===== src/design/sha_pad_pkg.sv =====
// Shared types and constants of the SHA-256 message padder.
// No dependencies; imported by the front end, the queue and the back end.
package sha_pad_pkg;

  // Message byte counter width (lengths wrap modulo 2^61 bytes).
  localparam int unsigned TotalW = 61;
  localparam int unsigned BitLenW = 64;

  // Padding constants.
  localparam logic [7:0] PadMarker = 8'h80;
  // Final byte offsets up to this one leave room for the length in the same block.
  localparam logic [5:0] LastOneBlockOfs = 6'd54;
  // Offset of the first length byte, counted from the start of the first padded block.
  localparam logic [6:0] LenStartOne = 7'd56;
  localparam logic [6:0] LenStartTwo = 7'd120;
  // Index of the final word, counted the same way.
  localparam logic [4:0] LastWordOne = 5'd15;
  localparam logic [4:0] LastWordTwo = 5'd31;
  // Byte offset of the last byte of a block's first word.
  localparam logic [5:0] FirstWordEndOfs = 6'd3;

  // Queue depth between front end and back end.
  localparam int unsigned QueueDepth = 2;

  // One queued job: a finished message word, or the tail of a message to pad.
  typedef struct packed {
    logic               is_final;     // 1: tail job, back end appends the padding
    logic [31:0]        word;         // packed bytes; for a tail, lanes up to the final byte
    logic               block_first;  // data word at offset 0 of a block
    logic [5:0]         offset;       // block offset of the final byte
    logic [BitLenW-1:0] bit_len;      // message length in bits
  } sp_entry_t;

endpackage


===== src/design/sha_pad_front.sv =====
// Front end of the SHA-256 message padder: packs bytes into words and counts length.
// Depends on sha_pad_pkg.
module sha_pad_front
  import sha_pad_pkg::*;
(
  input  logic      clk_i,
  input  logic      rst_ni,
  input  logic      in_valid_i,
  output logic      in_ready_o,
  input  logic [7:0] data_byte_i,
  input  logic      final_byte_i,
  input  logic      q_full_i,
  output logic      q_push_o,
  output sp_entry_t q_entry_o
);

  logic [TotalW-1:0] byte_total_q, byte_total_d;
  logic [23:0]       partial_q, partial_d;
  logic [TotalW-1:0] pos_next;
  logic [1:0]        lane;
  logic [31:0]       word;
  logic              accept;

  assign in_ready_o = !q_full_i;
  assign accept     = in_valid_i && in_ready_o;
  assign lane       = byte_total_q[1:0];
  assign pos_next   = byte_total_q + TotalW'(1);

  // Merge the incoming byte into its lane; upper lanes are still zero.
  always_comb begin
    word = {8'h00, partial_q};
    word[{lane, 3'b000} +: 8] = data_byte_i;
  end

  // Build the queue entry for a completed word or a message tail.
  always_comb begin
    q_entry_o.is_final    = final_byte_i;
    q_entry_o.word        = word;
    q_entry_o.block_first = (byte_total_q[5:0] == FirstWordEndOfs);
    q_entry_o.offset      = byte_total_q[5:0];
    q_entry_o.bit_len     = {pos_next, 3'b000};
    q_push_o              = accept && (final_byte_i || (lane == 2'd3));
  end

  // Next message state.
  always_comb begin
    byte_total_d = byte_total_q;
    partial_d    = partial_q;
    if (accept) begin
      if (final_byte_i) begin
        byte_total_d = '0;
        partial_d    = '0;
      end else begin
        byte_total_d = pos_next;
        partial_d    = (lane == 2'd3) ? 24'h000000 : word[23:0];
      end
    end
  end

  always_ff @(posedge clk_i or negedge rst_ni) begin
    if (!rst_ni) begin
      byte_total_q <= '0;
      partial_q    <= '0;
    end else begin
      byte_total_q <= byte_total_d;
      partial_q    <= partial_d;
    end
  end

endmodule


===== src/design/sha_pad_fifo.sv =====
// Short job queue between the front end and the back end of the padder.
// Depends on sha_pad_pkg.
module sha_pad_fifo
  import sha_pad_pkg::*;
(
  input  logic      clk_i,
  input  logic      rst_ni,
  input  logic      push_i,
  input  sp_entry_t push_entry_i,
  output logic      full_o,
  input  logic      pop_i,
  output logic      head_valid_o,
  output sp_entry_t head_o
);

  localparam int unsigned PtrW = (QueueDepth > 1) ? $clog2(QueueDepth) : 1;
  localparam int unsigned CntW = $clog2(QueueDepth + 1);

  sp_entry_t         mem_q [QueueDepth];
  logic [PtrW-1:0]   wr_ptr_q, wr_ptr_d;
  logic [PtrW-1:0]   rd_ptr_q, rd_ptr_d;
  logic [CntW-1:0]   count_q, count_d;
  logic              do_push, do_pop;

  assign full_o       = (count_q == CntW'(QueueDepth));
  assign head_valid_o = (count_q != '0);
  assign head_o       = mem_q[rd_ptr_q];
  assign do_push      = push_i && !full_o;
  assign do_pop       = pop_i && head_valid_o;

  // Pointer and fill-level updates, wrapping at the queue depth.
  always_comb begin
    wr_ptr_d = wr_ptr_q;
    rd_ptr_d = rd_ptr_q;
    count_d  = count_q;
    if (do_push) begin
      wr_ptr_d = (wr_ptr_q == PtrW'(QueueDepth - 1)) ? '0 : wr_ptr_q + PtrW'(1);
    end
    if (do_pop) begin
      rd_ptr_d = (rd_ptr_q == PtrW'(QueueDepth - 1)) ? '0 : rd_ptr_q + PtrW'(1);
    end
    if (do_push && !do_pop) begin
      count_d = count_q + CntW'(1);
    end else if (do_pop && !do_push) begin
      count_d = count_q - CntW'(1);
    end
  end

  always_ff @(posedge clk_i or negedge rst_ni) begin
    if (!rst_ni) begin
      wr_ptr_q <= '0;
      rd_ptr_q <= '0;
      count_q  <= '0;
    end else begin
      wr_ptr_q <= wr_ptr_d;
      rd_ptr_q <= rd_ptr_d;
      count_q  <= count_d;
    end
  end

  // Storage needs no reset.
  always_ff @(posedge clk_i) begin
    if (do_push) begin
      mem_q[wr_ptr_q] <= push_entry_i;
    end
  end

endmodule


===== src/design/sha_pad_back.sv =====
// Back end of the padder: emits queued words and generates the padding words.
// Depends on sha_pad_pkg.
module sha_pad_back
  import sha_pad_pkg::*;
(
  input  logic        clk_i,
  input  logic        rst_ni,
  input  logic        head_valid_i,
  input  sp_entry_t   head_i,
  output logic        pop_o,
  output logic        out_valid_o,
  input  logic        out_ready_i,
  output logic [31:0] padded_word_o,
  output logic        block_first_o,
  output logic        message_done_o,
  output logic        run_last_o
);

  logic        started_q, started_d;
  logic [4:0]  widx_q, widx_d;
  logic        out_valid_q, out_valid_d;
  logic [31:0] word_q;
  logic        first_q, done_q, rlast_q;
  logic [4:0]  cur_widx;
  logic [4:0]  last_widx;
  logic        last_word;
  logic        load;
  logic [31:0] pad_word;

  // One word of the padded tail, byte by byte from its block offset.
  function automatic logic [31:0] tail_word(input logic [4:0] widx, input sp_entry_t e);
    logic [6:0]  ofs;
    logic [6:0]  fin;
    logic [6:0]  len_start;
    logic [6:0]  rel;
    logic [2:0]  idx;
    logic [31:0] w;
    fin       = {1'b0, e.offset};
    len_start = (e.offset <= LastOneBlockOfs) ? LenStartOne : LenStartTwo;
    w         = '0;
    for (int l = 0; l < 4; l++) begin
      ofs = {widx, 2'(l)};
      rel = ofs - len_start;
      idx = 3'd7 - rel[2:0];
      if (ofs <= fin) begin
        w[8*l +: 8] = e.word[8*l +: 8];
      end else if (ofs == fin + 7'd1) begin
        w[8*l +: 8] = PadMarker;
      end else if (ofs >= len_start) begin
        w[8*l +: 8] = e.bit_len[{idx, 3'b000} +: 8];
      end else begin
        w[8*l +: 8] = 8'h00;
      end
    end
    return w;
  endfunction

  // Word position inside the job and its end.
  assign cur_widx  = started_q ? widx_q : {1'b0, head_i.offset[5:2]};
  assign last_widx = (head_i.offset <= LastOneBlockOfs) ? LastWordOne : LastWordTwo;
  assign last_word = !head_i.is_final || (cur_widx == last_widx);
  assign load      = head_valid_i && (!out_valid_q || out_ready_i);
  assign pop_o     = load && last_word;
  assign pad_word  = tail_word(cur_widx, head_i);

  // Job sequencing and output register occupancy.
  always_comb begin
    started_d   = started_q;
    widx_d      = widx_q;
    out_valid_d = out_valid_q;
    if (out_ready_i) begin
      out_valid_d = 1'b0;
    end
    if (load) begin
      out_valid_d = 1'b1;
      if (last_word) begin
        started_d = 1'b0;
      end else begin
        started_d = 1'b1;
        widx_d    = cur_widx + 5'd1;
      end
    end
  end

  always_ff @(posedge clk_i or negedge rst_ni) begin
    if (!rst_ni) begin
      started_q   <= 1'b0;
      widx_q      <= '0;
      out_valid_q <= 1'b0;
    end else begin
      started_q   <= started_d;
      widx_q      <= widx_d;
      out_valid_q <= out_valid_d;
    end
  end

  // Output payload register.
  always_ff @(posedge clk_i) begin
    if (load) begin
      if (head_i.is_final) begin
        word_q  <= pad_word;
        first_q <= (cur_widx[3:0] == 4'd0);
        done_q  <= last_word;
        rlast_q <= last_word;
      end else begin
        word_q  <= head_i.word;
        first_q <= head_i.block_first;
        done_q  <= 1'b0;
        rlast_q <= 1'b1;
      end
    end
  end

  assign out_valid_o    = out_valid_q;
  assign padded_word_o  = word_q;
  assign block_first_o  = first_q;
  assign message_done_o = done_q;
  assign run_last_o     = rlast_q;

endmodule


===== src/design/sha256_message_padder.sv =====
// SHA-256 message padder: byte stream in, padded 32-bit word stream out.
// Depends on sha_pad_pkg, sha_pad_front, sha_pad_fifo and sha_pad_back.
//
// Usage:
//   The slave channel takes one message byte per beat; tlast marks the
//   final byte of a message. The master channel gives 32-bit words with the
//   earliest byte in bits 7:0; tlast marks the final word of the padded
//   message, tuser[0] the first word of a 64-byte block and tuser[1] the
//   last word caused by one input byte.
//   A word passes the job queue and the output register before it leaves.
//   Throughput: one byte per cycle while the queue has room. The final
//   byte of a message causes 3 to 19 words, produced one per cycle by the
//   back-end padding sequencer while the receiver takes them; the front end
//   keeps taking the next message's bytes until the two-entry queue fills.
//   Reset clears the byte count, the partial word, the queue and the
//   output valid flag. When the receiver stalls, the output word holds and
//   the queue fills, after which s_axis_tready_o drops.
module sha256_message_padder
  import sha_pad_pkg::*;
(
  input  logic        clk_i,
  input  logic        rst_ni,
  input  logic        s_axis_tvalid_i,
  output logic        s_axis_tready_o,
  input  logic [7:0]  s_axis_tdata_i,   // [7:0] data_byte
  input  logic        s_axis_tlast_i,
  output logic        m_axis_tvalid_o,
  input  logic        m_axis_tready_i,
  output logic [31:0] m_axis_tdata_o,   // [31:0] padded_word
  output logic [1:0]  m_axis_tuser_o,   // [0] block_first, [1] run_last
  output logic        m_axis_tlast_o
);

  sp_entry_t push_entry;
  sp_entry_t head;
  logic      push, full, pop, head_valid;
  logic      block_first, run_last;

  // Byte packing and length counting.
  sha_pad_front u_front (
    .clk_i        (clk_i),
    .rst_ni       (rst_ni),
    .in_valid_i   (s_axis_tvalid_i),
    .in_ready_o   (s_axis_tready_o),
    .data_byte_i  (s_axis_tdata_i),
    .final_byte_i (s_axis_tlast_i),
    .q_full_i     (full),
    .q_push_o     (push),
    .q_entry_o    (push_entry)
  );

  // Job queue.
  sha_pad_fifo u_fifo (
    .clk_i        (clk_i),
    .rst_ni       (rst_ni),
    .push_i       (push),
    .push_entry_i (push_entry),
    .full_o       (full),
    .pop_i        (pop),
    .head_valid_o (head_valid),
    .head_o       (head)
  );

  // Word output and padding generation.
  sha_pad_back u_back (
    .clk_i          (clk_i),
    .rst_ni         (rst_ni),
    .head_valid_i   (head_valid),
    .head_i         (head),
    .pop_o          (pop),
    .out_valid_o    (m_axis_tvalid_o),
    .out_ready_i    (m_axis_tready_i),
    .padded_word_o  (m_axis_tdata_o),
    .block_first_o  (block_first),
    .message_done_o (m_axis_tlast_o),
    .run_last_o     (run_last)
  );

  assign m_axis_tuser_o = {run_last, block_first};

endmodule


===== config.mk =====
export PLATFORM = sky130hd
export DESIGN_NAME = sha256_message_padder
export DESIGN_NICKNAME = d
export VERILOG_FILES = /design/src/design/sha_pad_pkg.sv /design/src/design/sha_pad_front.sv /design/src/design/sha_pad_fifo.sv /design/src/design/sha_pad_back.sv /design/src/design/sha256_message_padder.sv
export SDC_FILE = /design/constraint.sdc
export NUM_CORES = 1
export LEC_CHECK = 0
export ABC_AREA = 1
export BUFFER_PORTS_ARGS = -buffer_cell sky130_fd_sc_hd__clkbuf_2
export CAP_MARGIN = 20
export CORE_UTILIZATION = 44
export DETAILED_ROUTE_END_ITERATION = 8
export PLACE_DENSITY = 0.69
export SLEW_MARGIN = 10
export SYNTH_ARGS = -nofsm -noshare
export SYNTH_HDL_FRONTEND = slang
export SYNTH_SLANG_ARGS = --single-unit

===== constraint.sdc =====
create_clock -name clk_i -period 8.3 [get_ports clk_i]
set_input_delay 2.075 -clock clk_i [delete_from_list [all_inputs] [get_ports clk_i]]
set_output_delay 2.075 -clock clk_i [all_outputs]
set_load 0.02 [all_outputs]

# After elaboration in Yosys (flattened, before gate mapping)
# Memory sizes are Yosys's and may differ from the RTL's.
# Cells that the tools add are included.
[totals]
ff_bits = 131
latch_bits = 0
ram_bits = 202
romBits = 0
in_bits = 13
output_inout_bits = 37
word_cells = 104
mem_count = 1
[op_classes]
addsub = 16
mul = 0
n_div = 0
magnitude_cmp = 9
eq_ne = 8
n_shift = 6
n_mux = 30
bitwise_logic = 1
reduce_logical = 21
[mem_list]
columns = ["name", "words", "word_bits", "read_ports", "rd_ports_with_merged_regs", "wr", "line", "source"]
rows = [
  ["u_fifo.mem_q", 2, 101, 1, 0, 1, "sha_pad_fifo.sv:19", "sp_entry_t mem_q [QueueDepth];"],
]
[op_table]
columns = ["operator", "count"]
rows = [
  ["$shiftx 64x7->8", 4],
  ["$mux 8", 12],
  ["$add 61x1->61 const B", 1],
  ["$mux 61", 1],
  ["$mux 24", 2],
  ["$bwmux 32", 1],
  ["$mux 32", 1],
  ["$shift 8x7->32 const A", 1],
  ["$shiftx 8x7->32", 1],
  ["$eq 7x7->1", 4],
  ["$ge 7x7->1", 4],
  ["$le 7x6->1", 4],
  ["$sub 3x3->3", 4],
  ["$sub 3x3->3 const A", 4],
  ["$mux 5", 2],
  ["$logic_and 1x1->1", 8],
  ["$mux 1", 8],
  ["$add 6x1->7 const B", 1],
  ["$mux 7", 1],
  ["$neg 5->7", 1],
  ["$eq 6x2->1 const B", 1],
  ["$le 6x6->1 const B", 1],
  ["$reduce_bool 2->1", 3],
  ["$add 5x1->5 const B", 1],
  ["11 further kinds", 20],
]

# Depth between registers and ports, before layout
# Gate-level depths: netlist of the first run.
# An unclocked memory read counts as a cell.
[depth]
word_depth = 10
mapped_depth = 18
ltp_nobuf = 16

# Cells and area by module
# From an unflattened synthesis of the first run, not the netlist that was laid out.
[unflattened]
hier_cells = 1859
hier_area_um2 = 16565.9
[by_module_without_submodules]
columns = ["module", "instances", "cells_per_inst", "area_per_inst_um2", "seq_area_each_um2"]
rows = [
  ["sha_pad_fifo", 1, 575, 7807.5, 6346.1],
  ["sha_pad_front", 1, 862, 5651.7, 2127.0],
  ["sha_pad_back", 1, 420, 3091.7, 1226.2],
  ["sha256_message_padder", 1, 2, 15.0, 0.0],
]

# Worst setup path after synthesis of the first run
# No wires, ideal clock.
[synth_timing]
path_type = "input to register"
startpoint = "in s_axis_tvalid_i"
endpoint = "mem u_fifo.mem_q[0][0] (netlist name) (enable)"
setup_ns = 0.561
arrival_time_ns = 6.721
t_required_ns = 7.739
path_slack_ns = 1.018
stages = 4
path_buffers = 0
cell_sequence = "nand2_1 a21oi_1 inv_1 nor2_1"
[synth_between]
elab_chain_len = 5
[synth_lines]
columns = ["item", "line", "source"]
rows = [
  ["start: declaration", "sha256_message_padder.sv:23", "input logic s_axis_tvalid_i,"],
  ["$logic_and 1x1->1", "sha_pad_front.sv:25", "assign accept = in_valid_i && in_ready_o;"],
  ["$logic_and 1x1->1", "sha_pad_front.sv:42", "q_push_o = accept && (final_byte_i || (lane == 2'd3));"],
  ["$logic_and 1x1->1", "sha_pad_fifo.sv:28", "assign do_push = push_i && !full_o;"],
  ["net u_fifo.do_push", "sha_pad_fifo.sv:23", "logic do_push, do_pop;"],
  ["$mux 1", "sha_pad_fifo.sv:63", "if (do_push) begin"],
  ["$mux 1 (not written as such)", "sha_pad_fifo.sv:64", "mem_q[wr_ptr_q] <= push_entry_i;"],
  ["end: declaration", "sha_pad_fifo.sv:19", ""],
]
# The timed path passes the listed nets, and every way through them passes these cells.

# Worst setup path after layout of the first run
[layout_timing]
startpoint = "reg u_front.byte_total_q[0]"
endpoint = "mem u_fifo.mem_q[1][27] (netlist name) (enable)"
[layout_between]
elab_chain_len = 6
[layout_lines]
columns = ["item", "line", "source"]
rows = [
  ["start: declaration", "sha_pad_front.sv:17", "logic [TotalW-1:0] byte_total_q, byte_total_d;"],
  ["start signal: assignment", "sha_pad_front.sv:65", "byte_total_q <= byte_total_d;"],
  ["$eq 2x2->1", "sha_pad_front.sv:42", ""],
  ["$logic_or 1x1->1", "sha_pad_front.sv:42", ""],
  ["$logic_and 1x1->1", "sha_pad_front.sv:42", ""],
  ["$logic_and 1x1->1", "sha_pad_fifo.sv:28", ""],
  ["net u_fifo.do_push", "sha_pad_fifo.sv:23", ""],
  ["$mux 1", "sha_pad_fifo.sv:63", ""],
  ["$mux 1 (not written as such)", "sha_pad_fifo.sv:64", ""],
]
# The timed path passes the listed nets, and every way through them passes these cells.

==> flow_summary.json, run 1 <==
{
  "cts_tree": "done",
  "finalSetupViolCount": 0,
  "portBuffers": 49,
  "first_global_vias": 11457,
  "regArea_um2": 9520,
  "path_clk_slew_ns": 0.06,
  "first_pass_iters": 7,
  "fin_util_pct": 49.9,
  "ys_types": 43,
  "crit_path_cell_trace": "ha_1 -> clkinv_1 -> a21oi_1 -> inv_1 -> nor2_4 -> buf_4",
  "die_height_um": 193,
  "synth_simple_gate_area_share_pct": 23.5,
  "dr.first_iter.drc_count": 1226,
  "dieWidth_um": 193,
  "ios": 50,
  "insertedDiodeCount": 0,
  "hold_violations": 0,
  "cap_violations": 0,
  "ant_nets": 0,
  "ys_seq_area_share_pct": 59.4,
  "core_area_um2": 35700,
  "grt_pass1_wl_um": 65900,
  "routed_via_density": 5.41,
  "cts.repair.resized": 0,
  "drive_gt1_share_pct": 9.93,
  "cp-start-kind": "flop",
  "layout_common_cells": "509 x nand2_1, 237 x edfxtp_1, 182 x inv_1",
  "crit_fanout": 55,
  "syn_inst": 1726,
  "maxSlewViolCount": 0,
  "synth_xor_area_share_pct": 2.19,
  "clock_sinks": 333,
  "synth_top_area_cell": "edfxtp_1",
  "postCtsSetupRepairBufs": 0,
  "antenna_found_initial": 0,
  "syn_area_um2": 16000,
  "fin_nets": 1794,
  "grt_usage_pct": 23.5,
  "p_leak_nw": 7.40,
  "synth_top_area_share_pct": 44.4,
  "synthAdderAreaFrac_pct": 1.17,
  "num_rows": 69,
  "ir_drop_uv": 164,
  "ys.warnings.count": 0,
  "finalPower_mw": 5.97,
  "finalSetupTns_ns": 0,
  "ys_ff_latch": 333,
  "violations": "design-rule violations",
  "initial_core_util_pct": 44.8,
  "worstMarginPinSlew_ns": 0.913,
  "clk_path_buf_depth": 3,
  "multi_input_area_um2": 5530,
  "ctsHoldBuffers": 0,
  "area_delta_synth_final_pct": 11.4,
  "cts_root_buf": "clkbuf_16",
  "synthMuxAreaShare_pct": 0,
  "r2r_slack_ns": 4.08,
  "crit_type": "reg2reg",
  "min_path_type": "reg2reg",
  "dp_hpwl_um": 29500,
  "gp_congestion": 0.919,
  "synth_top_family_by_area": "simple AND/OR/NAND/NOR gates",
  "min_period_over_period_pct": 50.8,
  "synthTopCellsByArea": "edfxtp_1 44%, dfrtp_1 15%, nand2_1 12%",
  "synth_compound_area_share_pct": 7.46,
  "grt_max_degree": 69,
  "routed_wl_um": 42800,
  "synth_fp_nets": 1754,
  "fill_cells": 3258,
  "worstPathRequired_ns": 8.45,
  "h-tree-depth": 2,
  "period_minus_slack_ns": 4.22,
  "clk_latency_ns": 0.53,
  "skew_ns": 0.0147,
  "drcViolationCount": 12,
  "final_common_cell": "nand2_1",
  "die_area_um2": 37200,
  "outcome": "finished, violations left",
  "wl_per_cell_um": 19.0,
  "maxSlewHeadroom_pct": 38.8,
  "power_density_nw_per_um2": 334,
  "cts_made_buffers": 36,
  "critPathSlowestCell": "clkinv_1",
  "fmax_mhz": 237,
  "max_stage_delay_ns": 0.79,
  "endpoint_kind": "flop",
  "arrival_ns": 4.36,
  "vias": 12201,
  "grt-ovfl-total": 0,
  "syn_avg_cell_area_um2": 9.28,
  "grt_setup_unrepaired": "false"
}
## final cells by class
| class | count | share of cell area [%] |
|---|---|---|
| timing repair buffer | 62 | 1.94 |
| inverter | 192 | 4.05 |
| clock inverter | 12 | 0.715 |
| tap | 461 | 3.23 |
| clock buffer | 53 | 5.70 |
| multi-input combinational | 1141 | 31.0 |
| sequential | 333 | 53.4 |
## metrics by stage
stage          cells  hold slack (ns)  area (um2)  setup slack (ns)
2_1_floorplan   1726            0.442       16000              1.02
3_3_place_gp    2189            0.463       16700              3.80
3_5_place_dp    2189            0.467       16700              3.76
4_1_cts         2254            0.475       17800              4.19
5_1_grt         2254            0.502       17800              3.91
6_report        2254            0.481       17800              4.08
## cell usage after synthesis, drive strengths merged
cell / count
nand4: 21
and2: 5
a21oi: 47
nor2: 168
nand2: 525
clkinv: 2
o22ai: 58
dfrtp: 96
o21ai: 86
edfxtp: 237
ha: 15
nand3: 92
xor2: 38
buf: 31
clkbuf: 29
nor4: 4
inv: 190
nand3b: 4
o31ai: 7
o211ai: 8
a31oi: 3
xnor2: 2
or2: 18
a21boi: 1
nor3: 39
## power breakdown
group	switching, mW	leakage [nW]	internal, mW
logic	1.55	3.29	0.530
registers	0.148	3.57	2.17
clock network	0.646	0.550	0.917
total	2.35	7.40	3.62
## registers in the layout, summed over array words and instances (netlist names)
| name | flops |
|---|---|
| u_fifo.mem_q | 202 |
| u_front.byte_total_q | 61 |
| u_back.padded_word_o | 32 |
| u_front.partial_q | 24 |
| u_back.widx_q | 5 |
| u_fifo.count_q | 2 |
| u_back.block_first_o | 1 |
| u_back.message_done_o | 1 |
| u_back.out_valid_o | 1 |
| u_back.run_last_o | 1 |
| u_back.started_q | 1 |
| u_fifo.rd_ptr_q | 1 |
| u_fifo.wr_ptr_q | 1 |
## worst paths after layout
kind / startpoint / end / cells after the start
max in group asynchronous: rst_ni / u_front.byte_total_q[55] / 2
hold reg to reg: u_fifo.count_q[0] / u_fifo.count_q[0] / 1
setup / recovery: u_front.byte_total_q[0] / u_fifo.mem_q[1][27] / 6
setup reg to reg: u_front.byte_total_q[0] / u_fifo.mem_q[1][27] / 6
hold / removal: u_fifo.count_q[0] / u_fifo.count_q[0] / 1
min in group asynchronous: rst_ni / u_back.widx_q[3] / 1
## logic make-up (layout without fill, tap and decap cells)
logic type,Yosys count,count (layout)
flops,333,333
fa+ha+maj,15,15
compound gates,210,210
xor+xnor,40,40
buf+inv,252,319
simple gates,876,876
## per-layer routing
| layer | part of all wire, % | track usage [%] | vias to the layer above |
|---|---|---|---|
| met5 | 0 | 0 | - |
| met4 | 3.5 | 9.06 | 0 |
| met3 | 6.5 | 3.69 | 82 |
| met2 | 46 | 36.9 | 482 |
| met1 | 44 | 32.6 | 5827 |
| li1 | - | - | 5810 |
## critical path, delay by kind of cell (launching register included)
kind | cells | cell delay, ns
flip-flops | 1 | 0.75
AO/OA/AOI/OAI | 1 | 0.77
adder cells (fa/ha/maj) | 1 | 0.45
AND/OR/NAND/NOR | 1 | 0.15
buffers and inverters | 3 | 1.65
Note: power is estimated with default switching activity, not from simulation.
==> run 2: changes to the inputs <==
Settings changed: ABC_AREA 1 to 0, PLACE_DENSITY 0.69 to 0.71.
Clock period 8.3 ns to 3.75 ns, I/O delays scaled along.
==> run 2 against run 1 <==
The run now ends clean. Synthesized cell count decreased by 36%. Sequential share of layout area increased by 2.7 points. Clock power up 110%. Utilization grew 0.60 points. Sequential cell count did not move. Die area down 5.7%. Wire length down 22%. Area after synthesis decreased by 5.8%. Critical path depth up 4. Critical path type unchanged.
==> flow_summary.json, run 2 <==
{
  "outcome": "complete, no violations",
  "core_area_um2": 33600,
  "die_height_um": 187,
  "critPathBufInv": 1,
  "min_period_over_period_pct": 91.4,
  "synth_fp_nets": 1129,
  "max_stage_delay_ns": 0.54,
  "num_rows": 67,
  "cts_root_buf": "clkbuf_16",
  "finalSetupViolCount": 0,
  "crit_type": "reg2reg",
  "cts_made_buffers": 35,
  "power_density_nw_per_um2": 724,
  "first_pass_iters": 5,
  "first_global_vias": 9171,
  "synth_flop_cell": "edfxtp_1",
  "yosysMostFrequentCell": "edfxtp_1",
  "ys_types": 73,
  "cp-start-kind": "flop",
  "min_path_type": "in2async",
  "clock_sinks": 333,
  "r2r_slack_ns": 0.32,
  "reg2reg_depth": 10,
  "gp_congestion": 0.852,
  "yosys-top-cells-count": "237 x edfxtp_1, 96 x dfrtp_1, 84 x o21ai_0",
  "largest_reg_flops": 202,
  "clk_path_buf_depth": 3,
  "grt-ovfl-total": 0,
  "placed_area_um2": 15900,
  "clk_latency_ns": 0.51,
  "cts_tree": "done",
  "synth_edf_count": 237,
  "fmax_mhz": 292,
  "routed_wl_um": 33400,
  "fin_cells": 1624,
  "syn_avg_cell_area_um2": 13.7,
  "fin_nets": 1178,
  "cap_violations": 0,
  "ys.warnings.count": 0,
  "critPathTopFamily": "compound AO/OA/AOI/OAI gates",
  "hold_violations": 0,
  "syn_area_um2": 15100,
  "wl_per_cell_um": 20.6,
  "grt_max_degree": 83,
  "drcViolationCount": 0,
  "die_area_um2": 35000,
  "grt_pass1_wl_um": 52700,
  "synthTopCellsByArea": "edfxtp_1 47%, dfrtp_1 16%, mux4_2 4.3%",
  "vias": 9509,
  "initial_core_util_pct": 44.9,
  "postCtsSetupRepairBufs": 0,
  "finalSetupTns_ns": 0,
  "synth_top_area_share_pct": 47.2,
  "crit_fanout": 10,
  "maxSlewViolCount": 0,
  "regMostFlops": "u_fifo.mem_q",
  "layout_common_cells": "237 x edfxtp_1, 95 x dfrtp_1, 84 x o21ai_0",
  "path_clk_slew_ns": 0.06,
  "p_leak_nw": 6.32,
  "grt_setup_unrepaired": "false",
  "crit_path_cell_trace": "mux2_4 -> inv_2 -> a21boi_1 -> ha_1 -> a21o_1 -> a211oi_1 -> a21boi_0 -> a221o_2 -> nor2_1 -> a32o_1",
  "maxSlewHeadroom_pct": 41.4,
  "ant_nets": 0,
  "dp_hpwl_um": 21700,
  "fin_util_pct": 50.5,
  "final_common_cell": "edfxtp_1",
  "insertedDiodeCount": 0,
  "h-tree-depth": 2,
  "stdcell_area_um2": 17000,
  "ir_drop_uv": 349,
  "endpoint_kind": "flop",
  "routed_via_density": 5.86,
  "critPathSlowestCell": "dfrtp_4",
  "antenna_found_initial": 2,
  "period_minus_slack_ns": 3.43,
  "dp.cells": 1561,
  "area_delta_synth_final_pct": 12.5,
  "synthArstFlopShare_pct": 28.8,
  "dr.first_iter.drc_count": 909,
  "worstReg2RegEnd": "u_back.padded_word_o[22]",
  "ys_seq_area_share_pct": 63.1,
  "ios": 50,
  "arrival_ns": 3.69,
  "ys_ff_latch": 333,
  "holdWs_ns": 0.294,
  "dieWidth_um": 187,
  "worstMarginPinSlew_ns": 0.879,
  "skew_ns": 0.0137,
  "drive_gt1_share_pct": 18.0,
  "portBuffers": 49,
  "syn_inst": 1101,
  "reg2reg_from": "u_fifo.rd_ptr_q",
  "worstPathRequired_ns": 4.01,
  "grt_usage_pct": 19.3,
  "synth_top_area_cell": "edfxtp_1"
}
[run 2: changes by cell type after synthesis, moves of 19 or more]
cell | previous run | this run
a32o_1 | 0 | 43
nand3_1 | 87 | 29
a21oi_1 | 46 | 17
and3_1 | 0 | 19
mux4_2 | 0 | 29
xnor2_1 | 2 | 52
o22ai_1 | 58 | 0
nor3_1 | 39 | 4
nand2_1 | 509 | 82
o31ai_1 | 7 | 34
xor2_1 | 38 | 18
mux2_2 | 0 | 24
nor2_1 | 159 | 33
inv_1 | 183 | 37
[run 2: area by class of cell]
type	instances	area, um2
Clock buffer	55	1020
Clock inverter	8	71.3
Fill cell	2793	16600
Inverter	39	146
Multi-Input combinational cell	665	5170
Sequential cell	333	9520
Tap cell	448	561
Timing Repair Buffer	76	492
[run 2: cells by family after synthesis]
group | share of synthesized area (%)
flip-flops | 63.1
AO/OA/AOI/OAI | 12.4
AND/OR/NAND/NOR | 8.77
buffers and inverters | 2.82
multiplexers | 7.59
XOR/XNOR | 4.06
adder cells (fa/ha/maj) | 1.24
[run 2: worst max-delay path by stage]
stage                         start                       end  slack, ns  cells after the start
floorplan           u_fifo.rd_ptr_q  u_back.padded_word_o[10]       0.06                     13
global placement    u_fifo.rd_ptr_q  u_back.padded_word_o[18]       0.22                      7
detailed placement  u_fifo.rd_ptr_q  u_back.padded_word_o[16]       0.15                      7
CTS                 u_fifo.rd_ptr_q  u_back.padded_word_o[22]       0.15                      7
global route        u_fifo.rd_ptr_q  u_back.padded_word_o[22]       0.10                     10
finish              u_fifo.rd_ptr_q  u_back.padded_word_o[22]       0.32                     10
[run 2: timing repair]
| action | 4_1_cts | 5_1_grt |
|---|---|---|
| hold buffers | 0 | 0 |
| resized for setup | 0 | 3 |
| setup endpoints to repair | 0 | 21 |
[run 2: per-layer routing]
metal,routed length [um],GRT usage [%],vias up,part of all wire (%)
met5,21,0,-,0.063
met4,859,6.43,4,2.6
li1,-,-,4361,-
met2,15800,30.3,285,47
met3,1730,2.93,58,5.2
met1,15000,27.4,4801,45
[run 2: power breakdown]
| part | internal [mW] | switching (mW) | total [mW] | leakage [nW] |
|---|---|---|---|---|
| registers | 4.81 | 0.302 | 5.11 | 3.56 |
| logic | 1.45 | 2.43 | 3.88 | 2.22 |
| clock network | 1.95 | 1.36 | 3.31 | 0.537 |
[run 2: worst reg2reg max path: stages (launching register included)]
cell	delay [ns]
dfrtp_4	0.54
mux2_4	0.34
inv_2	0.08
a21boi_1	0.09
ha_1	0.29
a21o_1	0.18
a211oi_1	0.36
a21boi_0	0.44
a221o_2	0.39
nor2_1	0.18
a32o_1	0.30
[run 2: metrics by stage]
stage	setup WS (ns)	power, mW
after floorplan	0.0640	7.77
after CTS	0.152	12.4
after detailed placement	0.147	9.06
after global routing	0.101	12.9
after global placement	0.220	9.00
final	0.322	12.3
